[src/design/demand_capacitance_estimator_top_assert.svh]
// Assertion macros for the demand capacitance estimator.
`ifndef DEMAND_CAPACITANCE_ESTIMATOR_TOP_ASSERT_SVH
`define DEMAND_CAPACITANCE_ESTIMATOR_TOP_ASSERT_SVH

// Same-cycle implication, clocked on clk_i, off during reset.
`define DCE_ASSERT_IMP(lbl, ante, cons, msg) \
  lbl: assert property (@(posedge clk_i) disable iff (!rst_ni) (ante) |-> (cons)) \
    else $error(msg);

// Next-cycle implication, clocked on clk_i, off during reset.
`define DCE_ASSERT_NXT(lbl, ante, cons, msg) \
  lbl: assert property (@(posedge clk_i) disable iff (!rst_ni) (ante) |=> (cons)) \
    else $error(msg);

`endif

[src/design/dce_pkg.sv]
// Types and constants shared by the demand capacitance estimator modules.
package dce_pkg;

  typedef struct packed {
    logic signed [31:0] demand_flux;
    logic signed [31:0] supply_potential;
    logic        [30:0] time_step;
  } in_beat_t;

  typedef struct packed {
    logic signed [31:0] effective_conductivity;
    logic signed [31:0] capacitance_estimate;
  } out_beat_t;

  typedef enum logic [1:0] {
    CFG_MIN_COND  = 2'd0,
    CFG_MIN_DELTA = 2'd1,
    CFG_GAIN      = 2'd2
  } cfg_idx_e;

  localparam logic [16:0] GAIN_ONE = 17'd65536;

  typedef struct packed {
    logic        start;
    logic        neg;
    logic [63:0] dividend;
    logic [31:0] divisor;
  } div_req_t;

  typedef struct packed {
    logic               busy;
    logic               done;
    logic signed [31:0] quotient;
  } div_resp_t;

endpackage

[src/design/dce_divider.sv]
// Radix-2 restoring divider, 64 by 32 bits, one quotient bit per cycle, saturated result.
module dce_divider (
  input  logic                 clk_i,
  input  logic                 rst_ni,
  input  dce_pkg::div_req_t    req_i,
  output dce_pkg::div_resp_t   resp_o
);

  localparam int unsigned Steps = 32;
  localparam int unsigned CntW  = $clog2(Steps);

  logic            busy_q, busy_d;
  logic            done_q, done_d;
  logic [CntW-1:0] cnt_q, cnt_d;
  logic [31:0]     rem_q, rem_d;
  logic [31:0]     quo_q, quo_d;
  logic [31:0]     den_q, den_d;
  logic            neg_q, neg_d;
  logic            ovf_q, ovf_d;

  logic [32:0]     rem_sh;
  logic [32:0]     rem_sub;
  logic            fits;

  always_comb begin
    rem_sh  = {rem_q, quo_q[31]};
    rem_sub = rem_sh - {1'b0, den_q};
    fits    = rem_sh >= {1'b0, den_q};

    busy_d = busy_q;
    done_d = 1'b0;
    cnt_d  = cnt_q;
    rem_d  = rem_q;
    quo_d  = quo_q;
    den_d  = den_q;
    neg_d  = neg_q;
    ovf_d  = ovf_q;

    if (req_i.start) begin
      busy_d = 1'b1;
      cnt_d  = '0;
      rem_d  = req_i.dividend[63:32];
      quo_d  = req_i.dividend[31:0];
      den_d  = req_i.divisor;
      neg_d  = req_i.neg;
      ovf_d  = req_i.dividend[63:32] >= req_i.divisor;
    end else if (busy_q) begin
      rem_d = fits ? rem_sub[31:0] : rem_sh[31:0];
      quo_d = {quo_q[30:0], fits};
      cnt_d = cnt_q + CntW'(1);
      if (cnt_q == CntW'(Steps - 1)) begin
        busy_d = 1'b0;
        done_d = 1'b1;
      end
    end
  end

  always_ff @(posedge clk_i or negedge rst_ni) begin
    if (!rst_ni) begin
      busy_q <= 1'b0;
      done_q <= 1'b0;
      cnt_q  <= '0;
    end else begin
      busy_q <= busy_d;
      done_q <= done_d;
      cnt_q  <= cnt_d;
    end
  end

  always_ff @(posedge clk_i) begin
    rem_q <= rem_d;
    quo_q <= quo_d;
    den_q <= den_d;
    neg_q <= neg_d;
    ovf_q <= ovf_d;
  end

  always_comb begin
    resp_o.busy = busy_q;
    resp_o.done = done_q;
    if (neg_q) begin
      if (ovf_q || (quo_q > 32'h8000_0000)) begin
        resp_o.quotient = 32'sh8000_0000;
      end else begin
        resp_o.quotient = $signed(32'd0 - quo_q);
      end
    end else begin
      if (ovf_q || quo_q[31]) begin
        resp_o.quotient = 32'sh7FFF_FFFF;
      end else begin
        resp_o.quotient = $signed(quo_q);
      end
    end
  end

endmodule

[config.mk]
export PLATFORM = sky130hd
export DESIGN_NAME = dce_divider
export DESIGN_NICKNAME = d
export VERILOG_FILES = /design/src/design/demand_capacitance_estimator_top_assert.svh /design/src/design/dce_pkg.sv /design/src/design/dce_divider.sv
export SDC_FILE = /design/constraint.sdc
export NUM_CORES = 1
export LEC_CHECK = 0
export BUFFER_PORTS_ARGS = -buffer_cell sky130_fd_sc_hd__buf_2
export CAP_MARGIN = 20
export CORE_MARGIN = 2
export CORE_UTILIZATION = 35
export CTS_BUF_LIST = sky130_fd_sc_hd__clkbuf_4 sky130_fd_sc_hd__clkbuf_8 sky130_fd_sc_hd__clkbuf_16
export DETAILED_ROUTE_END_ITERATION = 8
export GPL_ROUTABILITY_DRIVEN = 0
export PLACE_DENSITY_LB_ADDON = 0.3
export SYNTH_ARGS = -nofsm -noshare
export SYNTH_HDL_FRONTEND = slang
export SYNTH_SLANG_ARGS = --single-unit
[constraint.sdc]
create_clock -name clk_i -period 3.8 [get_ports clk_i]
set_clock_uncertainty 0.05 [all_clocks]
set_input_delay 0.76 -clock clk_i [delete_from_list [all_inputs] [get_ports clk_i]]
set_output_delay 0.76 -clock clk_i [all_outputs]
set_load 0.005 [all_outputs]
[Word-level counts from Yosys, hierarchy flattened]
Index checks and enable logic that the tools add are counted.
Storage, ports and cells
  register bits after elaboration: 105
  input bits: 100
  output and inout port bits: 34
  logic and storage cells: 34
Operators by class
  add/subtract/negate cells: 3
  order comparisons: 3
  equal/unequal tests: 1
  multiplexer cells: 16
  reduce and logical (&&, ||, !) cells: 3
Operators by type and width (number)
  $mux W32: 8
  $ge A33 B32 Y1: 1
  $ge A32 B32 Y1: 1
  $gt A32 B32 Y1 const B: 1
  $sub A1 B32 Y32 const A: 1
  $sub A32 B32 Y32: 1
  $mux W5: 2
  $mux W1: 6
  $add A5 B1 Y5 const B: 1
  $eq A5 B5 Y1 const B: 1
  $logic_or A1 B1 Y1: 2
  $reduce_bool A2 Y1: 1

[Logic depth before layout (Yosys ltp)]
Gate-level depths: netlist of run 1.
  depth in word-level cells: 4
  depth in mapped cells: 13
  depth with buffers taken out: 12

[Least setup slack after synthesis of run 1]
OpenSTA, ideal clock, no wires.
  kind: in2reg
  start point: in req_i[97] (netlist bit)
  end point: reg quo_q[0], enable pin
  library setup time: 0.688 ns
  arrival time: 2.697 ns
  data required time: 3.062 ns
  setup slack: 0.365 ns
  cell stages on the path: 5
  path buffers: 3
  path through: clkbuf_1 clkinv_1 clkbuf_1 clkbuf_1 nand2_1
On the way
  longest elaborated chain between the ends: 1
Ends and longest elaborated chain
  from (decl): RTL line dce_divider.sv:5  | input dce_pkg::div_req_t req_i,
  $reduce_bool A2 Y1 (no source line)
  to (signal assigned): RTL line dce_divider.sv:72  | quo_q <= quo_d;
  to (decl): RTL line dce_divider.sv:16  | logic [31:0] quo_q, quo_d;
No other way between the ends.
A chain may end at the register's enable or synchronous reset.

==> results.md, run 1 <==
* Syn-to-layout area delta at 22.5%
* Final worst slack at -0.0965 ns
* Most frequent cells in the layout: 132 x buf_2, 98 x edfxtp_1, 83 x inv_1
* Post-route core utilization at 44.0%
* Port Buffers at 133
* DR iter-0 viols at 515
* Tmin final at 3.90 ns
* Worst vdd ir at 0.000268 V
* Final Cycle Share at 103%
* Clk sinks at 105
* Max-cap violations at 0
* Hpwl dp at 16800 um
* Internal Pwr Total at 3.50 mW
* Critical Path RT at 2.99 ns
* Min-Delay Path Class: in2async
* Vias in the first global route at 6955
* Drt first pass iters at 5
* Worst setup EP type: primary output
* Reg2reg start: rem_q[25]
* Slew @ Worst Pin at 1.19 ns
* Mean routed wirelength per cell at 16.7 um
* Yosys reg bits at 105
* Commonest non-fill, non-tap cell in the layout: buf_2
* RSZ-0062 raised after global routing: yes
* Post-synth cell types at 70
* Clock transition at path regs at 0.08 ns
* P_sw at 2.36 mW
* R2R depth at 10
* Die H at 157 um
* Root Buffer: clkbuf_16
* Final WL at 22700 um
* Asr flop ratio synth at 6.67%
* Critical path class: reg2out
* CP Launch Type: flop
* Largest net degree at the start of global routing at 65
* Final nets at 1202
* Hold Fails Final Rpt at 0
* Clock network fraction of total power at 17.7%
* Crit path max fanout at 9
* Status: finished, violations left
* Crit path from: quo_q[18]
* Cells after Synth at 881
* TritonCTS Buffers at 9
* Routed vias/inst at 5.37
* Skew-Pair Late Insertion Delay at 0.36 ns
* Area after DPL at 9320 um^2
* Relative slew slack at 20.2%
* Lkg Pwr at 4.56 nW
* # fillers at 2241
* Total grt overflow at 0
* Initial core utilization at 36.0%
* Yosys top cell by area: edfxtp_1
* Die Wd at 157 um
* Power per cell area at 584 nW/um^2
* YS warnings at 0
* Count of flip-flops with a built-in enable after synthesis at 98
* Worst reg2reg endpoint: rem_q[6]
* Synth top area cells: edfxtp_1 36%, ha_1 10%, mux2_2 4.4%, inv_1 3.9%, a21oi_1 3.8%
* I/O Pins at 134
* Failing checks: negative setup slack
* Syn avg cell area at 9.30 um^2
* First-pass GRT wire length at 36200 um
* Synth Flop Type: edfxtp_1
* Sequential area share after synthesis at 38.1%
* H-tree depth at 3
* Yosys top cell area share at 35.9%
* Initial antenna violation count at 1
* Final Max Slew Viols at 0
* ANT nets after route at 0
* Comb pwr share at 52.3%
* Share of cells above drive strength 1 at 27.1%
* # setup viols final at 11
* R2r setup slk at 0.34 ns
* CTS tree: built
* Synthesized area at 8190 um^2
* Hold Buf Count CTS at 0
* Core Box Area at 22800 um^2
* Post-route cell area at 10000 um^2
* Overall die area at 24600 um^2
* Fmax at 0.257 GHz
* Seq pwr share at 30.1%
* Syn_nets at 1049
* Switching part of the total power at 40.2%
* Via count of the routed design at 7276
* Row count at 55
* Clock buffer depth at 2
* Total track usage at 18.4%
* Residual DRC at 0
* Worst EP arrival at 3.09 ns
layer usage:
layer	GRT usage, %	part of all wire (%)	wire (um)	vias to the layer above
met1	25.0	45	10200	3406
met3	3.25	6.9	1570	23
met2	30.5	47	10600	265
met4	4.54	1.3	287	0
li1	-	-	-	3582
met5	0	0	0	-
registers in the layout, summed over array words and instances (netlist names):
register	count
busy_q	1
den_q	32
cnt_q	5
neg_q	1
ovf_q	1
done_q	1
rem_q	32
quo_q	32
through the flow:
stage,TNS [ns],std cells,setup slack [ns],total power [mW],hold slack (ns)
2_1_floorplan,0,881,0.365,3.88,0.414
3_3_place_gp,0,1316,0.238,4.71,0.467
3_5_place_dp,0,1316,0.139,4.72,0.470
4_1_cts,-0.0958,1346,-0.0704,5.83,0.162
5_1_grt,-2.43,1353,-0.159,6.31,0.165
6_report,-0.322,1354,-0.0965,5.86,0.165
repair_timing:
item,CTS,global route
gates resized for setup,25,34
cloned,2,1
pin swaps,5,15
buffers inserted,12,6
endpoints found under the setup margin,29,35
synthesized netlist by cell type, types with 10 or more instances:
library cell and n:
a21o_1 40, mux2i_1 11, o21ai_0 53, clkbuf_1 34
xnor2_1 19, nand2_1 66, a21oi_1 62, a31oi_1 23
and3_1 11, nand4_1 18, nand2b_1 10, edfxtp_1 98
ha_1 67, mux2_2 32, nor3_1 20, nand3_1 18
nor2_1 60, inv_1 85
critical path, cell delays in order (launching register included):
cell	delay (ns)
edfxtp_1	0.46
or2_4	0.28
or4_4	0.47
nor4_4	0.32
nand2_2	0.13
a21oi_4	0.23
buf_4	0.18
nand2_8	0.08
o311ai_1	0.38
buf_2	0.19
power by group through the flow:
stage / sequential, mW / combinational [mW] / clock (mW)
final: 1.76 / 3.06 / 1.03
after global routing: 1.80 / 3.41 / 1.11
after CTS: 1.76 / 3.01 / 1.07
after detailed placement: 1.78 / 2.94 / 0
after global placement: 1.77 / 2.94 / 0
after floorplan: 1.72 / 2.16 / 0
how the worst max path moves through the flow:
stage / to / depth (start not counted)
floorplan: quo_q[0] / 5
global placement: resp_o[25] / 8
detailed placement: resp_o[30] / 10
CTS: resp_o[30] / 10
global route: resp_o[2] / 9
finish: resp_o[2] / 9
kinds of logic after synthesis:
kind of cell	Yosys count	synth area share, %
compound gates	260	21.5
xor+xnor	24	2.57
mux	43	5.74
fa+ha+maj	68	10.5
buf+inv	130	6.31
flops	105	38.1
simple gates	251	15.4
area by class of cell:
class | count | area (um^2) | area share, %
Multi-Input combinational cell | 647 | 4760 | 47.5
Sequential cell | 105 | 3120 | 31.1
Timing Repair Buffer | 185 | 1100 | 11.0
Tap cell | 313 | 392 | 3.90
Inverter | 86 | 323 | 3.22
Clock buffer | 13 | 308 | 3.07
Clock inverter | 3 | 25.0 | 0.249
Antenna cell | 2 | 5.00 | 0.0499
Power figures use the tool's default switching activity.
==> inputs of run 2 (changes only) <==
BUFFER_PORTS_ARGS = default   (was -buffer_cell sky130_fd_sc_hd__buf_2)
CORE_ASPECT_RATIO = 1.2   (was default)
DONT_BUFFER_PORTS = 1   (was default)
==> results.md, run 2 (same netlist as run 1, synthesis figures left out) <==
* Clk sinks at 105
* Crit path max fanout at 4
* DR iter-0 viols at 337
* Core Box Area at 23000 um^2
* Worst EP arrival at 2.93 ns
* Power per cell area at 610 nW/um^2
* Tot Pwr at 5.55 mW
* Hpwl dp at 16500 um
* Total grt overflow at 0
* R2r setup slk at 0.38 ns
* Tmin final at 3.74 ns
* Share of cells above drive strength 1 at 13.9%
* First-pass GRT wire length at 34800 um
* TritonCTS Buffers at 9
* Clock transition at path regs at 0.08 ns
* RSZ-0062 raised after global routing: yes
* Largest net degree at the start of global routing at 105
* Switching part of the total power at 41.3%
* Routed vias/inst at 5.56
* Drt first pass iters at 5
* Status: complete, no violations
* Residual DRC at 0
* Clock network fraction of total power at 17.0%
* Initial core utilization at 35.5%
* Worst vdd ir at 0.000266 V
* Critical Path RT at 2.99 ns
* Mean routed wirelength per cell at 18.3 um
* Fin cells at 1202
* Slew @ Worst Pin at 0.723 ns
* Critical path class: reg2out
* Final Max Slew Viols at 0
* Seq pwr share at 31.6%
* Initial antenna violation count at 1
* CP Launch Type: flop
* Comb pwr share at 51.4%
* Hold Fails Final Rpt at 0
* Syn-to-layout area delta at 11.1%
* Final Cycle Share at 98.5%
* Port Buffers at 0
* Root Buffer: clkbuf_16
* Min-Delay Path Class: in2async
* Skew-Pair Late Insertion Delay at 0.36 ns
* Vias in the first global route at 6518
* Fmax at 0.267 GHz
* Top Registers: den_q (32), quo_q (32), rem_q (32)
* Hold Buf Count CTS at 0
* Row count at 61
* Register area at 3120 um^2
* Die Wd at 144 um
* P_sw at 2.29 mW
* CTS tree: built
* Relative slew slack at 51.6%
* Total track usage at 18.0%
* # setup viols final at 0
* Final hold slack at 0.0293 ns
* Multi-input logic area at 4700 um^2
* Worst setup EP type: primary output
* Via count of the routed design at 6685
* Die H at 172 um
* Placed Instances at 1175
* # fillers at 2366
* Internal Pwr Total at 3.26 mW
* ANT nets after route at 0
* H-tree depth at 3
* Final nets at 1049
* Clock buffer depth at 2
* Commonest non-fill, non-tap cell in the layout: edfxtp_1
* I/O Pins at 134
* Lkg Pwr at 3.92 nW
* Final WL at 22000 um
* Overall die area at 24600 um^2
* Most frequent cells in the layout: 98 x edfxtp_1, 83 x inv_1, 66 x ha_1
* Max-cap violations at 0
## run 2: cell types whose count changed in the layout (fill, tap and decap cells not counted), moves of 3 or more
| cell | delta |
|---|---|
| buf_2 | -132 |
| buf_4 | -15 |
| buf_6 | -5 |
| o21ai_0 | +4 |
| o21ai_1 | -4 |
| clkbuf_16 | -3 |
## run 2: path summary, 6_finish.rpt
kind	start	to	cells past startpoint
setup / recovery	quo_q[1]	resp_o[30]	9
min in group clk_i	req_i[25]	den_q[25]	0
hold reg to reg	cnt_q[4]	cnt_q[4]	2
hold / removal	rst_ni	cnt_q[0]	0
setup reg to reg	quo_q[31]	rem_q[26]	12
max in group asynchronous	rst_ni	cnt_q[3]	0
## run 2: per-layer routing
layer | routed length (um) | share of wire, % | vias up | GRT usage (%)
li1 | - | - | 3273 | -
met1 | 9350 | 42 | 3200 | 22.2
met2 | 10800 | 49 | 195 | 31.0
met3 | 1640 | 7.4 | 17 | 4.59
met4 | 269 | 1.2 | 0 | 4.86
met5 | 0 | 0 | - | 0
## run 2: timing repair
action,in CTS,in global routing
cloned,0,0
hold endpoints to repair,0,0
pin swaps,1,3
buffers inserted,1,9
setup endpoints to repair,5,29
gates resized for setup,10,28
## run 2: through the flow
| stage | area [um^2] | TNS [ns] | utilization, % | setup WS [ns] |
|---|---|---|---|---|
| after global routing | 9100 | -0.0901 | 39.5 | -0.0560 |
| after CTS | 8910 | -0.00214 | 38.7 | -0.00135 |
| after floorplan | 8190 | 0 | - | 0.365 |
| after detailed placement | 8580 | 0 | 37.2 | 0.273 |
| final | 9100 | 0 | 39.5 | 0.0567 |
| after global placement | 8580 | 0 | 37.2 | 0.326 |
## run 2: worst max-delay path: stages (launching register included)
cell      delay [ns]
edfxtp_1        0.41
inv_2           0.10
ha_4            0.15
nor3b_4         0.18
nand4b_1        0.26
or2_4           0.32
or3_4           0.35
or4_4           0.42
mux2i_1         0.14
o32ai_2         0.23
## run 2: power by group through the flow
stage	logic (mW)	registers (mW)	clock network (mW)
2_1_floorplan	2.16	1.72	0
3_3_place_gp	2.79	1.77	0
3_5_place_dp	2.78	1.77	0
4_1_cts	2.81	1.75	0.968
5_1_grt	3.20	1.79	1.01
6_report	2.85	1.76	0.942
## run 2: area by class of cell
cell class,instances,share of cell area [%]
clock inverters,7,0.687
repair buffers,33,3.04
diodes,1,0.0275
multi-input cells,646,51.6
inverters,86,3.55
clock buffers,9,2.47
well taps,315,4.33
flip-flops and latches,105,34.3
==> inputs of run 3 (changes only) <==
CORE_ASPECT_RATIO = 0.75   (was 1.2)
TNS_END_PERCENT = 30   (was default)
==> results.md, run 3 (same netlist as run 1, synthesis figures left out) <==
* Status: finished, violations left
* Failing checks: negative setup slack
* Clock transition at path regs at 0.08 ns
* Power per cell area at 620 nW/um^2
* Critical path class: reg2out
* First-pass GRT wire length at 36500 um
* Routed wire length on met2 at 9320 um
* Crit-path cells: or3_1 -> or2_2 -> nor4_1 -> nand2_2 -> a21oi_4 -> nand2_4 -> o311ai_1 -> buf_4
* Worst path slowest cell: edfxtp_1
* Final WL at 23300 um
* H-tree depth at 3
* Final Max Slew Viols at 0
* Port Buffers at 0
* Critical Path RT at 2.99 ns
* Total grt overflow at 0
* Drt first pass iters at 5
* Lkg Pwr at 4.05 nW
* Worst setup EP type: primary output
* Final worst slack at -0.0226 ns
* Crit path from: quo_q[26]
* Residual DRC at 0
* R2r setup slk at 0.26 ns
* Crit path largest cell delay at 0.45 ns
* Register area at 3120 um^2
* Syn-to-layout area delta at 13.6%
* Total track usage at 18.9%
* Crit path max fanout at 17
* Root Buffer: clkbuf_16
* Mean routed wirelength per cell at 19.2 um
* Via count of the routed design at 6887
* Worst vdd ir at 0.000236 V
* Most frequent cells in the layout: 98 x edfxtp_1, 83 x inv_1, 66 x ha_1
* Core Box Area at 23000 um^2
* Row count at 48
* Slew @ Worst Pin at 0.907 ns
* Setup TNS at -0.0518 ns
* Die Wd at 181 um
* Hpwl dp at 17000 um
* Multi-input logic area at 4710 um^2
* Final nets at 1073
* Wl on met1 at 11800 um
* Met3 WL at 1780 um
* Initial core utilization at 35.6%
* DR iter-0 viols at 442
* Relative slew slack at 39.3%
* Routed vias/inst at 5.69
* Clk sinks at 105
* Commonest non-fill, non-tap cell in the layout: edfxtp_1
* Skew-Pair Late Insertion Delay at 0.36 ns
* CP Launch Type: flop
* Vias in the first global route at 6560
* Placed Instances at 1184
* Top Registers: den_q (32), quo_q (32), rem_q (32)
* R2R depth at 12
* Worst EP arrival at 3.01 ns
* Hold Fails Final Rpt at 0
* Max-cap violations at 0
* Clock buffer depth at 2
* Worst reg2reg endpoint: rem_q[26]
* Overall die area at 24600 um^2
* Die H at 136 um
* Tmin final at 3.82 ns
* RSZ-0062 raised after global routing: yes
* Reg2reg start: quo_q[31]
* Final Cycle Share at 101%
* Fin cells at 1211
* Fmax at 0.262 GHz
* I/O Pins at 134
* ANT nets after route at 0
* TritonCTS Buffers at 9
* Worst setup path endpoint: resp_o[25]
* # fillers at 2321
* Initial antenna violation count at 4
* Max layer used: met5
* Share of cells above drive strength 1 at 16.3%
* Setup slack after placement at 0.196 ns
* CTS tree: built
* # setup viols final at 5
* Largest net degree at the start of global routing at 105
* Min-Delay Path Class: in2async
## run 3: cell count changes in the layout (fill, tap and decap cells not counted), sizes merged
cell	before	now
clkbuf	9	11
inv	88	90
clkinv	5	1
buf	33	57
## run 3: worst min path at each step
stage,depth (start not counted),from,to
3_3_place_gp,0,rst_ni,cnt_q[0]
4_1_cts,0,rst_ni,cnt_q[0]
2_1_floorplan,0,rst_ni,busy_q
6_report,0,rst_ni,cnt_q[1]
3_5_place_dp,0,rst_ni,cnt_q[0]
5_1_grt,0,rst_ni,cnt_q[1]
## run 3: what timing repair did
item                                    CTS  global route
pin swaps                                 6             8
endpoints found under the setup margin   22            28
setup buffers                             6             4
gates resized for setup                  23            16
hold buffers                              0             0
cloned                                    0             0
## run 3: final cells by class
cell class | instances | area share [%]
Multi-Input combinational cell | 646 | 50.6
Sequential cell | 105 | 33.5
Timing Repair Buffer | 57 | 4.95
Tap cell | 300 | 4.04
Inverter | 86 | 3.47
Clock buffer | 11 | 2.96
Clock inverter | 5 | 0.390
Antenna cell | 1 | 0.0269
## run 3: report_power, final
group          leakage, nW  total, mW  switching, mW  internal [mW]
Sequential            1.10       1.76          0.176           1.58
Combinational         2.79       3.00           1.71           1.30
Clock                0.158       1.01          0.474          0.532
Total                 4.05       5.77           2.36           3.41
## run 3: per-layer routing
metal / vias to the layer above / global-route usage (%)
met2: 233 / 26.0
met5: - / 0
met1: 3317 / 28.4
li1: 3316 / -
met4: 2 / 4.70
met3: 19 / 5.33
## run 3: critical path: cells and delay by family (launching register included)
kind	cells	cell delay, ns
AND/OR/NAND/NOR	5	1.42
AO/OA/AOI/OAI	2	0.60
flip-flops	1	0.45
buffers and inverters	1	0.17
## run 3: per-stage QoR
| step | util [%] | hold slack, ns | area, um^2 | power [mW] |
|---|---|---|---|---|
| floorplan | - | 0.414 | 8190 | 3.88 |
| global placement | 38.0 | 0.415 | 8740 | 4.63 |
| detailed placement | 38.0 | 0.415 | 8740 | 4.65 |
| CTS | 39.9 | 0.0166 | 9180 | 5.74 |
| global route | 40.4 | 0.0102 | 9300 | 6.19 |
| finish | 40.4 | 0.0349 | 9300 | 5.77 |
